===== src/rtl/wbps_pkg.sv =====
// Package for the wildcard byte signature scanner.
// Holds sizing constants, register indexes and the transaction and cell types.
// No dependencies.
package wbps_pkg;

	// Signature positions and width of the byte offset counter
	localparam int MAX_PATTERN  = 32;
	localparam int OFFSET_WIDTH = 32;

	localparam int CFG_IDX_WIDTH = 3;
	localparam int CFG_DATA_WIDTH = 64;
	localparam int LEN_WIDTH = 6;
	localparam int MATCH_OFFSET_WIDTH = 32;

	// Configuration register indexes
	typedef enum logic [CFG_IDX_WIDTH-1:0] {
		CFG_PAT_0_7   = 3'd0,
		CFG_PAT_8_15  = 3'd1,
		CFG_PAT_16_23 = 3'd2,
		CFG_PAT_24_31 = 3'd3,
		CFG_WILD_MASK = 3'd4,
		CFG_PAT_LEN   = 3'd5
	} cfg_reg_t;

	// Input transaction
	typedef struct packed {
		logic [7:0] data_byte;
		logic       last_byte;
	} in_item_t;

	// Output transaction
	typedef struct packed {
		logic                          found;
		logic [MATCH_OFFSET_WIDTH-1:0] match_offset;
	} out_item_t;

	// Per-cell signature setup
	typedef struct packed {
		logic [7:0] pat_byte;
		logic       wild;
		logic       is_end;
	} cell_cfg_t;

	// Per-cell step control
	typedef struct packed {
		logic advance;
		logic clear;
	} cell_ctl_t;

endpackage


===== src/rtl/wbps_cell.sv =====
// One signature position of the shift-and chain.
// Holds the partial match bit for its position and passes it to the next cell.
// Depends on wbps_pkg.
module wbps_cell (
	input  logic                 clk,
	input  logic                 arst_n,
	input  wbps_pkg::cell_ctl_t  ctl,
	input  wbps_pkg::cell_cfg_t  cfg,
	input  logic [7:0]           data_byte,
	input  logic                 prev_bit,
	output logic                 bit_q,
	output logic                 hit
);
	import wbps_pkg::*;

	logic nxt_bit;

	// Position matches when prefix matched up to the previous byte
	assign nxt_bit = prev_bit & (cfg.wild | (cfg.pat_byte == data_byte));
	assign hit     = nxt_bit & cfg.is_end;

	always_ff @(posedge clk or negedge arst_n) begin
		if (!arst_n) begin
			bit_q <= 1'b0;
		end else if (ctl.clear) begin
			bit_q <= 1'b0;
		end else if (ctl.advance) begin
			bit_q <= nxt_bit;
		end
	end

endmodule


===== src/rtl/wildcard_byte_pattern_scan_top.sv =====
// Top level of the wildcard byte signature scanner.
// Holds configuration registers, the cell chain, offset counter and output skid.
// Depends on wbps_pkg and wbps_cell.
//
// Usage:
//   Configuration is written through cfg_valid/cfg_ready with a register index
//   and 64-bit data; cfg_ready is always high. Program the four pattern words,
//   the wildcard mask and the length while no range is in flight.
//   Bytes of a range enter on in_valid/in_stall; last_byte marks the final
//   byte. A transaction is taken when valid is high and stall is low. Each
//   accepted byte is compared by every cell of the chain in parallel; its
//   result is registered in the output register, or in the skid register while
//   the output is stalled. Throughput is one byte per cycle while in_stall is low.
//   At most one result per range: found with the start offset, or not found
//   on the final byte. Later bytes of the range give nothing; the final byte
//   rearms the chain and clears the offset.
//   A stalled result holds in the output register; a second result lands in a
//   skid register, and only then is in_stall raised.
//   Reset clears the chain, offset, flags, registers and the valid bits of both output stages.
module wildcard_byte_pattern_scan_top (
	input  logic                                   clk,
	input  logic                                   arst_n,
	input  logic                                   cfg_valid,
	output logic                                   cfg_ready,
	input  logic [wbps_pkg::CFG_IDX_WIDTH-1:0]     cfg_index,
	input  logic [wbps_pkg::CFG_DATA_WIDTH-1:0]    cfg_data,
	input  logic                                   in_valid,
	output logic                                   in_stall,
	input  wbps_pkg::in_item_t                     in_item,
	output logic                                   out_valid,
	input  logic                                   out_stall,
	output wbps_pkg::out_item_t                    out_item
);
	import wbps_pkg::*;

	localparam logic [LEN_WIDTH-1:0]    MAX_LEN = LEN_WIDTH'(MAX_PATTERN);
	localparam logic [OFFSET_WIDTH-1:0] OFFSET_MAX = '1;

	logic [CFG_DATA_WIDTH-1:0] pat_q [4];
	logic [MAX_PATTERN-1:0]    wild_q;
	logic [LEN_WIDTH-1:0]      len_q;

	logic [LEN_WIDTH-1:0]      eff_len;
	logic [MAX_PATTERN-1:0]    end_sel;
	logic [MAX_PATTERN-1:0]    vec_q;
	logic [MAX_PATTERN-1:0]    hits;
	cell_ctl_t                 ctl;

	logic [OFFSET_WIDTH-1:0]   offset_q;
	logic                      reported_q;
	logic                      accept;
	logic                      hit_any;
	logic                      push;
	out_item_t                 new_item;
	logic [OFFSET_WIDTH-1:0]   back;
	logic [OFFSET_WIDTH-1:0]   start;
	logic [OFFSET_WIDTH+MATCH_OFFSET_WIDTH-1:0] start_ext;

	logic                      out_valid_q;
	out_item_t                 out_item_q;
	logic                      skid_valid_q;
	out_item_t                 skid_item_q;
	logic                      pop;

	// Configuration registers
	assign cfg_ready = 1'b1;

	always_ff @(posedge clk or negedge arst_n) begin
		if (!arst_n) begin
			pat_q[0] <= '0;
			pat_q[1] <= '0;
			pat_q[2] <= '0;
			pat_q[3] <= '0;
			wild_q   <= '0;
			len_q    <= '0;
		end else if (cfg_valid && cfg_ready) begin
			case (cfg_index)
				CFG_PAT_0_7:   pat_q[0] <= cfg_data;
				CFG_PAT_8_15:  pat_q[1] <= cfg_data;
				CFG_PAT_16_23: pat_q[2] <= cfg_data;
				CFG_PAT_24_31: pat_q[3] <= cfg_data;
				CFG_WILD_MASK: wild_q   <= cfg_data[MAX_PATTERN-1:0];
				CFG_PAT_LEN:   len_q    <= cfg_data[LEN_WIDTH-1:0];
				default: ;
			endcase
		end
	end

	// Clamp length and mark the cell that ends the signature
	assign eff_len = (len_q > MAX_LEN) ? MAX_LEN : len_q;

	assign accept      = in_valid && !in_stall;
	assign ctl.advance = accept && !reported_q;
	assign ctl.clear   = accept && in_item.last_byte;

	// Cell chain
	for (genvar i = 0; i < MAX_PATTERN; i++) begin : g_cell
		cell_cfg_t ccfg;
		logic      prev;

		assign end_sel[i]    = (eff_len == LEN_WIDTH'(i + 1));
		assign ccfg.pat_byte = pat_q[i / 8][(i % 8) * 8 +: 8];
		assign ccfg.wild     = wild_q[i];
		assign ccfg.is_end   = end_sel[i];

		if (i == 0) begin : g_first
			assign prev = 1'b1;
		end else begin : g_rest
			assign prev = vec_q[i-1];
		end

		wbps_cell u_cell (
			.clk       (clk),
			.arst_n    (arst_n),
			.ctl       (ctl),
			.cfg       (ccfg),
			.data_byte (in_item.data_byte),
			.prev_bit  (prev),
			.bit_q     (vec_q[i]),
			.hit       (hits[i])
		);
	end

	assign hit_any = |hits;

	// Start offset: current offset minus length-1, floored at zero
	assign back      = OFFSET_WIDTH'(eff_len - LEN_WIDTH'(1));
	assign start     = (offset_q >= back) ? (offset_q - back) : '0;
	assign start_ext = {{MATCH_OFFSET_WIDTH{1'b0}}, start};

	assign push = ctl.advance && (hit_any || in_item.last_byte);
	assign new_item.found        = hit_any;
	assign new_item.match_offset = hit_any ? start_ext[MATCH_OFFSET_WIDTH-1:0] : '0;

	// Offset counter and reported flag
	always_ff @(posedge clk or negedge arst_n) begin
		if (!arst_n) begin
			offset_q   <= '0;
			reported_q <= 1'b0;
		end else if (accept) begin
			if (in_item.last_byte) begin
				offset_q   <= '0;
				reported_q <= 1'b0;
			end else begin
				if (offset_q != OFFSET_MAX) begin
					offset_q <= offset_q + OFFSET_WIDTH'(1);
				end
				if (ctl.advance && hit_any) begin
					reported_q <= 1'b1;
				end
			end
		end
	end

	// Output register with skid stage
	assign pop       = out_valid_q && !out_stall;
	assign in_stall  = skid_valid_q;
	assign out_valid = out_valid_q;
	assign out_item  = out_item_q;

	always_ff @(posedge clk or negedge arst_n) begin
		if (!arst_n) begin
			out_valid_q  <= 1'b0;
			skid_valid_q <= 1'b0;
		end else if (!out_valid_q || pop) begin
			if (skid_valid_q) begin
				out_valid_q  <= 1'b1;
				skid_valid_q <= push;
			end else begin
				out_valid_q  <= push;
			end
		end else if (push) begin
			skid_valid_q <= 1'b1;
		end
	end

	always_ff @(posedge clk) begin
		if (!out_valid_q || pop) begin
			if (skid_valid_q) begin
				out_item_q  <= skid_item_q;
				skid_item_q <= new_item;
			end else begin
				out_item_q  <= new_item;
			end
		end else if (push) begin
			skid_item_q <= new_item;
		end
	end

endmodule

===== config.mk =====
export PLATFORM = sky130hd
export DESIGN_NAME = wildcard_byte_pattern_scan_top
export DESIGN_NICKNAME = d
export VERILOG_FILES = /design/src/rtl/wbps_pkg.sv /design/src/rtl/wbps_cell.sv /design/src/rtl/wildcard_byte_pattern_scan_top.sv
export SDC_FILE = /design/constraint.sdc
export NUM_CORES = 1
export LEC_CHECK = 0
export BUFFER_PORTS_ARGS = -buffer_cell sky130_fd_sc_hd__clkbuf_2
export CORE_MARGIN = 1
export CORE_UTILIZATION = 30
export CTS_CLUSTER_DIAMETER = 80
export DETAILED_ROUTE_END_ITERATION = 10
export HOLD_SLACK_MARGIN = 0.03
export PLACE_DENSITY_LB_ADDON = 0.12
export SLEW_MARGIN = 20
export SYNTH_ARGS = -nofsm -noshare
export SYNTH_HDL_FRONTEND = slang
export SYNTH_SLANG_ARGS = --single-unit

===== constraint.sdc =====
create_clock -name clk -period 5.7 [get_ports clk]
set_input_delay 0.285 -clock clk [delete_from_list [all_inputs] [get_ports clk]]
set_output_delay 0.285 -clock clk [all_outputs]
set_load 0.03 [all_outputs]

==> run_summary.xml, run 1 <==
<?xml version="1.0" encoding="UTF-8"?>
<metrics>
  <group name="timing">
    <metric name="max_freq" unit="MHz">201.4</metric>
    <metric name="grt_setup_unrepaired" unit="">false</metric>
    <metric name="fin_worst_skew" unit="ps">26.30</metric>
    <metric name="final_critical_path_setup_slack" unit="ps">735.9</metric>
    <metric name="maxSlewHeadroom" unit="">0.2937</metric>
    <metric name="fin_crit_sh" unit="">0.8709</metric>
    <metric name="tightestPinTransition" unit="ps">1060</metric>
    <metric name="hold_violations" unit="">0</metric>
    <metric name="fin_crit" unit="ps">4964</metric>
    <metric name="drv_slew" unit="">0</metric>
    <metric name="timing.setup.tns" unit="ps">0</metric>
    <metric name="hold_slack" unit="ps">71.81</metric>
    <metric name="report.final.setup_viol" unit="">0</metric>
  </group>
  <group name="power">
    <metric name="power.switching_fraction" unit="">0.3083</metric>
    <metric name="share_seq_of_total_power" unit="">0.433</metric>
    <metric name="total_power_draw" unit="W">0.009228</metric>
    <metric name="total_leakage_power" unit="nW">10.95</metric>
    <metric name="p_switching" unit="W">0.002845</metric>
    <metric name="power_frac_comb" unit="">0.221</metric>
    <metric name="power.clock.fraction" unit="">0.345</metric>
    <metric name="cellPowerDensity" unit="nW/um2">358.3</metric>
    <metric name="ir_drop" unit="mV">0.1981</metric>
    <metric name="intPower" unit="W">0.006383</metric>
  </group>
  <group name="worst_setup_path">
    <metric name="crit_slowest_cell" unit="">sky130_fd_sc_hd__a21oi_4</metric>
    <metric name="path_buf_inv" unit="">2</metric>
    <metric name="worst_path_dominant_cell_family" unit="">compound AO/OA/AOI/OAI gates</metric>
    <metric name="path_class" unit="">flop to flop</metric>
    <metric name="cp-end-kind" unit="">flop</metric>
    <metric name="slowest_delay" unit="ps">650</metric>
    <metric name="worstPathMaxFanout" unit="">35</metric>
    <metric name="crit_arrival" unit="ps">5270</metric>
    <metric name="critPathLaunchType" unit="">flop</metric>
    <metric name="timing.critical_path.cells" unit="">nand2b_1 -&gt; ha_1 -&gt; nand3_1 -&gt; buf_4 -&gt; ha_1 -&gt; a21o_1 -&gt; a21o_1 -&gt; a21oi_1 -&gt; o21ai_0 -&gt; a21oi_2 -&gt; a31oi_1 -&gt; a21oi_4 -&gt; buf_12 -&gt; nand2b_1 -&gt; o31ai_1</metric>
    <metric name="critical_path_required" unit="ps">6010</metric>
  </group>
  <group name="detailed_routing">
    <metric name="detailedRoute.firstPassIterationCount" unit="">5</metric>
    <metric name="route.met3.wl" unit="um">2196</metric>
    <metric name="detailed_router_s_first_iteration_violation_count" unit="">974</metric>
    <metric name="via_count" unit="">14530</metric>
    <metric name="wl_per_cell" unit="um">20.76</metric>
    <metric name="drt.antenna.violating_nets" unit="">0</metric>
    <metric name="wl_met2" unit="um">28490</metric>
    <metric name="final_wirelength" unit="um">61300</metric>
    <metric name="met1Wirelength" unit="um">29480</metric>
    <metric name="drc" unit="">0</metric>
    <metric name="highest-signal-layer" unit="">met5</metric>
    <metric name="vias_per_cell" unit="">4.919</metric>
  </group>
  <group name="global_route">
    <metric name="first_global_vias" unit="">15140</metric>
    <metric name="grt_pass1_wl" unit="um">95480</metric>
    <metric name="grt_max_degree" unit="">142</metric>
    <metric name="overflow" unit="">0</metric>
    <metric name="number_of_antenna_violations_at_the_first_check_in_global_routing" unit="">3</metric>
    <metric name="gr-usage-all-layers" unit="">0.1673</metric>
  </group>
  <group name="cts">
    <metric name="cts_repair_resize_count" unit="">0</metric>
    <metric name="clk_root_buffer_cell" unit="">sky130_fd_sc_hd__clkbuf_16</metric>
    <metric name="tritoncts_num_sinks" unit="">426</metric>
    <metric name="cts-buffers-inserted" unit="">50</metric>
    <metric name="tritoncts" unit="">built</metric>
    <metric name="max-clock-path-buffers" unit="">3</metric>
    <metric name="number_of_hold_buffers_added_after_cts" unit="">49</metric>
    <metric name="clk_pin_slew_worst_paths" unit="ps">60</metric>
    <metric name="cts.repair_timing.setup_buffer_count" unit="">0</metric>
    <metric name="clk-insertion-delay-late" unit="ps">610</metric>
    <metric name="h-tree-depth" unit="">2</metric>
  </group>
  <group name="floorplan">
    <metric name="placeableCoreArea" unit="um2">71980</metric>
    <metric name="pin_count" unit="">117</metric>
    <metric name="start_util" unit="">0.3053</metric>
    <metric name="die_height" unit="um">272.6</metric>
    <metric name="die_area" unit="um2">74340</metric>
    <metric name="row_count" unit="">98</metric>
    <metric name="die_w" unit="um">272.6</metric>
  </group>
  <group name="synthesis">
    <metric name="ys.flop_type" unit="">sky130_fd_sc_hd__dfrtp_1</metric>
    <metric name="synth_top_cells_by_area" unit="">sky130_fd_sc_hd__dfrtp_1 (41%), sky130_fd_sc_hd__mux2_2 (15%), sky130_fd_sc_hd__xor2_1 (10%), sky130_fd_sc_hd__edfxtp_1 (9.0%), sky130_fd_sc_hd__xnor2_1 (2.4%)</metric>
    <metric name="synth_enable_flop_cells" unit="">66</metric>
    <metric name="synth.cells.most_frequent" unit="">sky130_fd_sc_hd__dfrtp_1 (360), sky130_fd_sc_hd__mux2_2 (294), sky130_fd_sc_hd__xor2_1 (252)</metric>
    <metric name="synth-async-reset-ratio" unit="">0.8451</metric>
    <metric name="post_syn_area" unit="um2">21970</metric>
    <metric name="ys_types" unit="">70</metric>
    <metric name="synth.largest_area_cell" unit="">sky130_fd_sc_hd__dfrtp_1</metric>
    <metric name="syn-instance-count" unit="">1811</metric>
    <metric name="ys_warn_count" unit="">0</metric>
    <metric name="synth_top_area_share" unit="">0.4100</metric>
    <metric name="syn_nets" unit="">1931</metric>
    <metric name="sequential_share_of_the_synthesized_area" unit="">0.5001</metric>
    <metric name="synth.most_common_cell" unit="">sky130_fd_sc_hd__dfrtp_1</metric>
    <metric name="synth.ff_latch_count" unit="">426</metric>
    <metric name="syn_avg_cell_area" unit="um2">12.13</metric>
  </group>
  <group name="place">
    <metric name="detailedPlace.worstSlack" unit="ps">732.5</metric>
    <metric name="port_buffers" unit="">115</metric>
    <metric name="gp_congestion" unit="">0.8516</metric>
    <metric name="post-dp-hpwl" unit="um">41330</metric>
  </group>
  <group name="cells_and_area">
    <metric name="flow.area_growth_from_synthesis" unit="%">17.20</metric>
    <metric name="finalCoreUtilization" unit="">0.3578</metric>
    <metric name="design.final.nets" unit="">2081</metric>
    <metric name="share_of_final_layout_standard_cells_stronger_than_drive_strength_1" unit="">0.2944</metric>
  </group>
  <group name="flow_run">
    <metric name="max_cap_viol_count" unit="">0</metric>
  </group>
  <group name="worst_hold_path">
    <metric name="min-delay-path-class" unit="">primary input to flop</metric>
  </group>
  <group name="outcome">
    <metric name="run_status" unit="">finished clean</metric>
  </group>
</metrics>
## registers in the layout, summed over array words and instances (netlist names)
signal               flops
reported_q               1
len_q                    6
out_item                33
out_valid                1
in_stall                 1
wild_q                  32
offset_q                32
g_cell.u_cell.bit_q     31
skid_item_q             33
g_cell.ccfg            256
## through the flow
step                      instances  area (um2)
after global routing           2951       25750
after detailed placement       2810       23630
final                          2953       25750
after global placement         2810       23630
after CTS                      2951       25750
after floorplan                1811       21970
## power by group through the flow
| stage | combinational (W) | sequential, W | clock, W |
|---|---|---|---|
| finish | 0.00204 | 0.00400 | 0.00319 |
| floorplan | 0.00137 | 0.00406 | 0 |
| global route | 0.00226 | 0.00407 | 0.00341 |
| global placement | 0.00203 | 0.00405 | 0 |
| CTS | 0.00209 | 0.00401 | 0.00330 |
| detailed placement | 0.00205 | 0.00406 | 0 |
## final cells by class
type / instances / area, um2
fillers: 7053 / 46220
flip-flops and latches: 426 / 10990
multi-input cells: 1262 / 10470
clock buffers: 75 / 1486
repair buffers: 200 / 1396
well taps: 950 / 1189
clock inverters: 17 / 141.4
inverters: 21 / 78.83
diodes: 2 / 5.005
## placed cells by master (no fill, tap or decap), types with 4 or more instances in the layout
master,n
sky130_fd_sc_hd__buf_12,4
sky130_fd_sc_hd__nor3_2,16
sky130_fd_sc_hd__nor2b_1,21
sky130_fd_sc_hd__clkbuf_1,12
sky130_fd_sc_hd__xor2_1,252
sky130_fd_sc_hd__clkbuf_16,51
sky130_fd_sc_hd__ha_1,38
sky130_fd_sc_hd__and4_1,4
sky130_fd_sc_hd__a21o_1,21
sky130_fd_sc_hd__or3_1,5
sky130_fd_sc_hd__o31ai_1,10
sky130_fd_sc_hd__a32o_1,6
sky130_fd_sc_hd__clkinv_2,6
sky130_fd_sc_hd__clkbuf_2,114
sky130_fd_sc_hd__nor4_1,54
sky130_fd_sc_hd__o31ai_2,6
sky130_fd_sc_hd__nand3_1,27
sky130_fd_sc_hd__dlygate4sd3_1,49
sky130_fd_sc_hd__nor2_1,71
sky130_fd_sc_hd__nand2b_1,13
sky130_fd_sc_hd__nor3b_1,4
sky130_fd_sc_hd__nor3_1,17
sky130_fd_sc_hd__dfrtp_1,359
sky130_fd_sc_hd__nand4_1,25
sky130_fd_sc_hd__o41ai_2,24
sky130_fd_sc_hd__xnor2_1,59
sky130_fd_sc_hd__buf_4,32
sky130_fd_sc_hd__clkbuf_8,12
sky130_fd_sc_hd__mux2_2,294
sky130_fd_sc_hd__o21bai_1,6
sky130_fd_sc_hd__nand2_1,91
sky130_fd_sc_hd__edfxtp_1,66
sky130_fd_sc_hd__o21ai_0,40
sky130_fd_sc_hd__a22o_1,15
sky130_fd_sc_hd__a21oi_1,68
sky130_fd_sc_hd__a31oi_1,6
sky130_fd_sc_hd__inv_1,20
sky130_fd_sc_hd__a41o_1,7
## final timing paths
kind                       cells past startpoint                      to                    from  slack [ps]
setup / recovery                              15            out_item[10]                len_q[5]         740
hold / removal                                 2      g_cell[25].ccfg[9]            cfg_data[15]          70
setup reg to reg                              15            out_item[10]                len_q[5]         740
hold reg to reg                                2  g_cell[6].u_cell.bit_q  g_cell[6].u_cell.bit_q         470
max in group asynchronous                      3      g_cell[13].ccfg[5]                  arst_n        4090
min in group asynchronous                      2      g_cell[25].ccfg[5]                  arst_n         290
## worst reg2reg max path: stages (launching register included)
cell	delay, ps
sky130_fd_sc_hd__dfrtp_1	570
sky130_fd_sc_hd__nand2b_1	270
sky130_fd_sc_hd__ha_1	280
sky130_fd_sc_hd__nand3_1	410
sky130_fd_sc_hd__buf_4	390
sky130_fd_sc_hd__ha_1	400
sky130_fd_sc_hd__a21o_1	200
sky130_fd_sc_hd__a21o_1	180
sky130_fd_sc_hd__a21oi_1	180
sky130_fd_sc_hd__o21ai_0	140
sky130_fd_sc_hd__a21oi_2	200
sky130_fd_sc_hd__a31oi_1	220
sky130_fd_sc_hd__a21oi_4	650
sky130_fd_sc_hd__buf_12	330
sky130_fd_sc_hd__nand2b_1	180
sky130_fd_sc_hd__o31ai_1	80
## per-layer routing
metal,GRT usage,vias up
met5,0,-
met4,0.03873,2
met3,0.02838,77
met2,0.2698,223
met1,0.2329,7428
li1,-,6795
## kinds of logic (layout without fill, tap and decap cells)
logic type      Yosys count  count (layout)  share of synthesized area
compound gates          243             243                    0.08478
simple gates            373             373                    0.08979
xor+xnor                311             311                     0.1240
mux                     295             295                     0.1511
buf+inv                 123             313                    0.02750
fa+ha+maj                39              39                    0.02255
other cells               1               3                  0.0001706
flops                   426             426                     0.5001
(Power assumes the default switching activity.)
==> run 2: changes to the inputs <==
--- a/config.mk
+++ b/config.mk
@@ -11,6 +11,7 @@
 export CTS_CLUSTER_DIAMETER = 80
 export DETAILED_ROUTE_END_ITERATION = 10
 export HOLD_SLACK_MARGIN = 0.03
+export MAX_ROUTING_LAYER = met4
 export PLACE_DENSITY_LB_ADDON = 0.12
 export SLEW_MARGIN = 20
 export SYNTH_ARGS = -nofsm -noshare
==> run_summary.xml, run 2 (synthesis gave the netlist of run 1 again) <==
<?xml version="1.0" encoding="UTF-8"?>
<metrics>
  <group name="outcome">
    <metric name="run_status" unit="">finished clean</metric>
  </group>
  <group name="cells_and_area">
    <metric name="largest_reg_flops" unit="">256</metric>
    <metric name="share_of_final_layout_standard_cells_stronger_than_drive_strength_1" unit="">0.2944</metric>
    <metric name="flow.area_growth_from_synthesis" unit="%">17.18</metric>
    <metric name="design.final.nets" unit="">2081</metric>
    <metric name="layout.cells.most_common_list" unit="">sky130_fd_sc_hd__dfrtp_1 (359), sky130_fd_sc_hd__mux2_2 (294), sky130_fd_sc_hd__xor2_1 (252), sky130_fd_sc_hd__clkbuf_2 (114), sky130_fd_sc_hd__nand2_1 (91)</metric>
    <metric name="final-instance-count-excl-fill" unit="">2952</metric>
    <metric name="mostFrequentLayoutCell" unit="">sky130_fd_sc_hd__dfrtp_1</metric>
  </group>
  <group name="timing">
    <metric name="max_freq" unit="MHz">199.8</metric>
    <metric name="report.final.setup_viol" unit="">0</metric>
    <metric name="fin_crit_sh" unit="">0.8779</metric>
    <metric name="final_critical_path_setup_slack" unit="ps">695.8</metric>
    <metric name="tightestPinTransition" unit="ps">1050</metric>
    <metric name="fin_worst_skew" unit="ps">26.17</metric>
    <metric name="timing.setup.tns" unit="ps">0</metric>
    <metric name="maxSlewHeadroom" unit="">0.3003</metric>
    <metric name="hold_violations" unit="">0</metric>
    <metric name="fin_crit" unit="ps">5004</metric>
    <metric name="grt_setup_unrepaired" unit="">false</metric>
    <metric name="drv_slew" unit="">0</metric>
  </group>
  <group name="worst_setup_path">
    <metric name="slowest_delay" unit="ps">660</metric>
    <metric name="timing.critical_path.cells" unit="">nand2b_1 -&gt; ha_1 -&gt; nand3_1 -&gt; buf_4 -&gt; ha_1 -&gt; a21o_1 -&gt; a21o_1 -&gt; a21oi_1 -&gt; o21ai_0 -&gt; a21oi_2 -&gt; a31oi_1 -&gt; a21oi_4 -&gt; buf_12 -&gt; nand2b_1 -&gt; o31ai_1</metric>
    <metric name="r2r_start" unit="">len_q[5]</metric>
    <metric name="critPathLaunchType" unit="">flop</metric>
    <metric name="worstSetupStartpoint" unit="">len_q[5]</metric>
    <metric name="critical_path_required" unit="ps">6010</metric>
    <metric name="worst-r2r-cell-count" unit="">15</metric>
    <metric name="crit_arrival" unit="ps">5310</metric>
    <metric name="worstPathMaxFanout" unit="">35</metric>
    <metric name="cp-end-kind" unit="">flop</metric>
    <metric name="path_class" unit="">flop to flop</metric>
    <metric name="worst_path_dominant_cell_family" unit="">compound AO/OA/AOI/OAI gates</metric>
    <metric name="timing.rr.end" unit="">out_item[10]</metric>
    <metric name="crit_slowest_cell" unit="">sky130_fd_sc_hd__a21oi_4</metric>
    <metric name="path_buf_inv" unit="">2</metric>
    <metric name="worst-r2r-setup-slack" unit="ps">700</metric>
  </group>
  <group name="cts">
    <metric name="cts-buffers-inserted" unit="">50</metric>
    <metric name="clk_root_buffer_cell" unit="">sky130_fd_sc_hd__clkbuf_16</metric>
    <metric name="clk-insertion-delay-late" unit="ps">610</metric>
    <metric name="clk_pin_slew_worst_paths" unit="ps">60</metric>
    <metric name="cts_repair_resize_count" unit="">0</metric>
    <metric name="tritoncts" unit="">built</metric>
    <metric name="tritoncts_num_sinks" unit="">426</metric>
    <metric name="max-clock-path-buffers" unit="">3</metric>
    <metric name="h-tree-depth" unit="">2</metric>
    <metric name="cts.repair_timing.setup_buffer_count" unit="">0</metric>
    <metric name="number_of_hold_buffers_added_after_cts" unit="">49</metric>
  </group>
  <group name="global_route">
    <metric name="overflow" unit="">0</metric>
    <metric name="number_of_antenna_violations_at_the_first_check_in_global_routing" unit="">3</metric>
    <metric name="gr-usage-all-layers" unit="">0.1723</metric>
    <metric name="grt_pass1_wl" unit="um">95430</metric>
    <metric name="grt_max_degree" unit="">142</metric>
    <metric name="first_global_vias" unit="">15130</metric>
  </group>
  <group name="floorplan">
    <metric name="die_height" unit="um">272.6</metric>
    <metric name="start_util" unit="">0.3053</metric>
    <metric name="die_area" unit="um2">74340</metric>
    <metric name="row_count" unit="">98</metric>
    <metric name="die_w" unit="um">272.6</metric>
    <metric name="placeableCoreArea" unit="um2">71980</metric>
    <metric name="pin_count" unit="">117</metric>
  </group>
  <group name="worst_hold_path">
    <metric name="min_path_cells" unit="">2</metric>
    <metric name="hold_path.startpoint" unit="">cfg_data[1]</metric>
    <metric name="whs_endpoint" unit="">wild_q[1]</metric>
    <metric name="min-delay-path-class" unit="">primary input to flop</metric>
  </group>
  <group name="place">
    <metric name="detailedPlace.worstSlack" unit="ps">732.5</metric>
    <metric name="placed_cells" unit="">2810</metric>
    <metric name="post-dp-hpwl" unit="um">41330</metric>
    <metric name="port_buffers" unit="">115</metric>
    <metric name="gp_congestion" unit="">0.8651</metric>
  </group>
  <group name="detailed_routing">
    <metric name="vias_per_cell" unit="">4.932</metric>
    <metric name="drt.antenna.violating_nets" unit="">0</metric>
    <metric name="final_wirelength" unit="um">61290</metric>
    <metric name="via_count" unit="">14560</metric>
    <metric name="detailed_router_s_first_iteration_violation_count" unit="">932</metric>
    <metric name="wl_per_cell" unit="um">20.76</metric>
    <metric name="drc" unit="">0</metric>
    <metric name="detailedRoute.firstPassIterationCount" unit="">5</metric>
  </group>
  <group name="power">
    <metric name="ir_drop" unit="mV">0.1981</metric>
    <metric name="p_switching" unit="W">0.002850</metric>
    <metric name="total_leakage_power" unit="nW">10.95</metric>
    <metric name="intPower" unit="W">0.006383</metric>
    <metric name="cellPowerDensity" unit="nW/um2">358.6</metric>
    <metric name="power.clock.fraction" unit="">0.345</metric>
    <metric name="power.switching_fraction" unit="">0.3087</metric>
    <metric name="share_seq_of_total_power" unit="">0.433</metric>
    <metric name="power_frac_comb" unit="">0.222</metric>
  </group>
  <group name="flow_run">
    <metric name="max_cap_viol_count" unit="">0</metric>
  </group>
</metrics>
-- run 2: layer usage --
metal	vias up	share of wire	GRT usage
met4	0	0.018	0.03873
met1	7464	0.48	0.2324
met3	75	0.037	0.02706
li1	6786	-	-
met2	235	0.47	0.2708
met5	-	0	-
-- run 2: worst max path at each step --
stage / endpoint / slack, ps / cells after the start
after global routing: out_item[10] / 160 / 13
final: out_item[10] / 700 / 15
after CTS: out_item[10] / 710 / 13
after floorplan: skid_item_q[0] / 710 / 11
after global placement: out_item[10] / 860 / 15
after detailed placement: out_item[9] / 730 / 15
-- run 2: final cells by class --
| cell class | count | area [um2] |
|---|---|---|
| diodes | 1 | 2.502 |
| clock buffers | 75 | 1486 |
| clock inverters | 17 | 141.4 |
| fillers | 7052 | 46230 |
| inverters | 21 | 78.83 |
| multi-input cells | 1262 | 10470 |
| flip-flops and latches | 426 | 10990 |
| well taps | 950 | 1189 |
| repair buffers | 200 | 1396 |
-- run 2: through the flow --
step / hold WS (ps) / util / total power (W) / area (um2)
2_1_floorplan: -10.59 / - / 0.005429 / 21970
3_3_place_gp: 386.7 / 0.3283 / 0.006076 / 23630
3_5_place_dp: 379.3 / 0.3283 / 0.006108 / 23630
4_1_cts: 42.90 / 0.3577 / 0.009396 / 25750
5_1_grt: 53.31 / 0.3577 / 0.009740 / 25750
6_report: 71.92 / 0.3578 / 0.009234 / 25750
-- run 2: power groups by stage --
stage	sequential, W	clock, W	combinational [W]
floorplan	0.00406	0	0.00137
finish	0.00400	0.00319	0.00205
global route	0.00407	0.00341	0.00226
detailed placement	0.00406	0	0.00205
CTS	0.00401	0.00330	0.00209
global placement	0.00405	0	0.00203
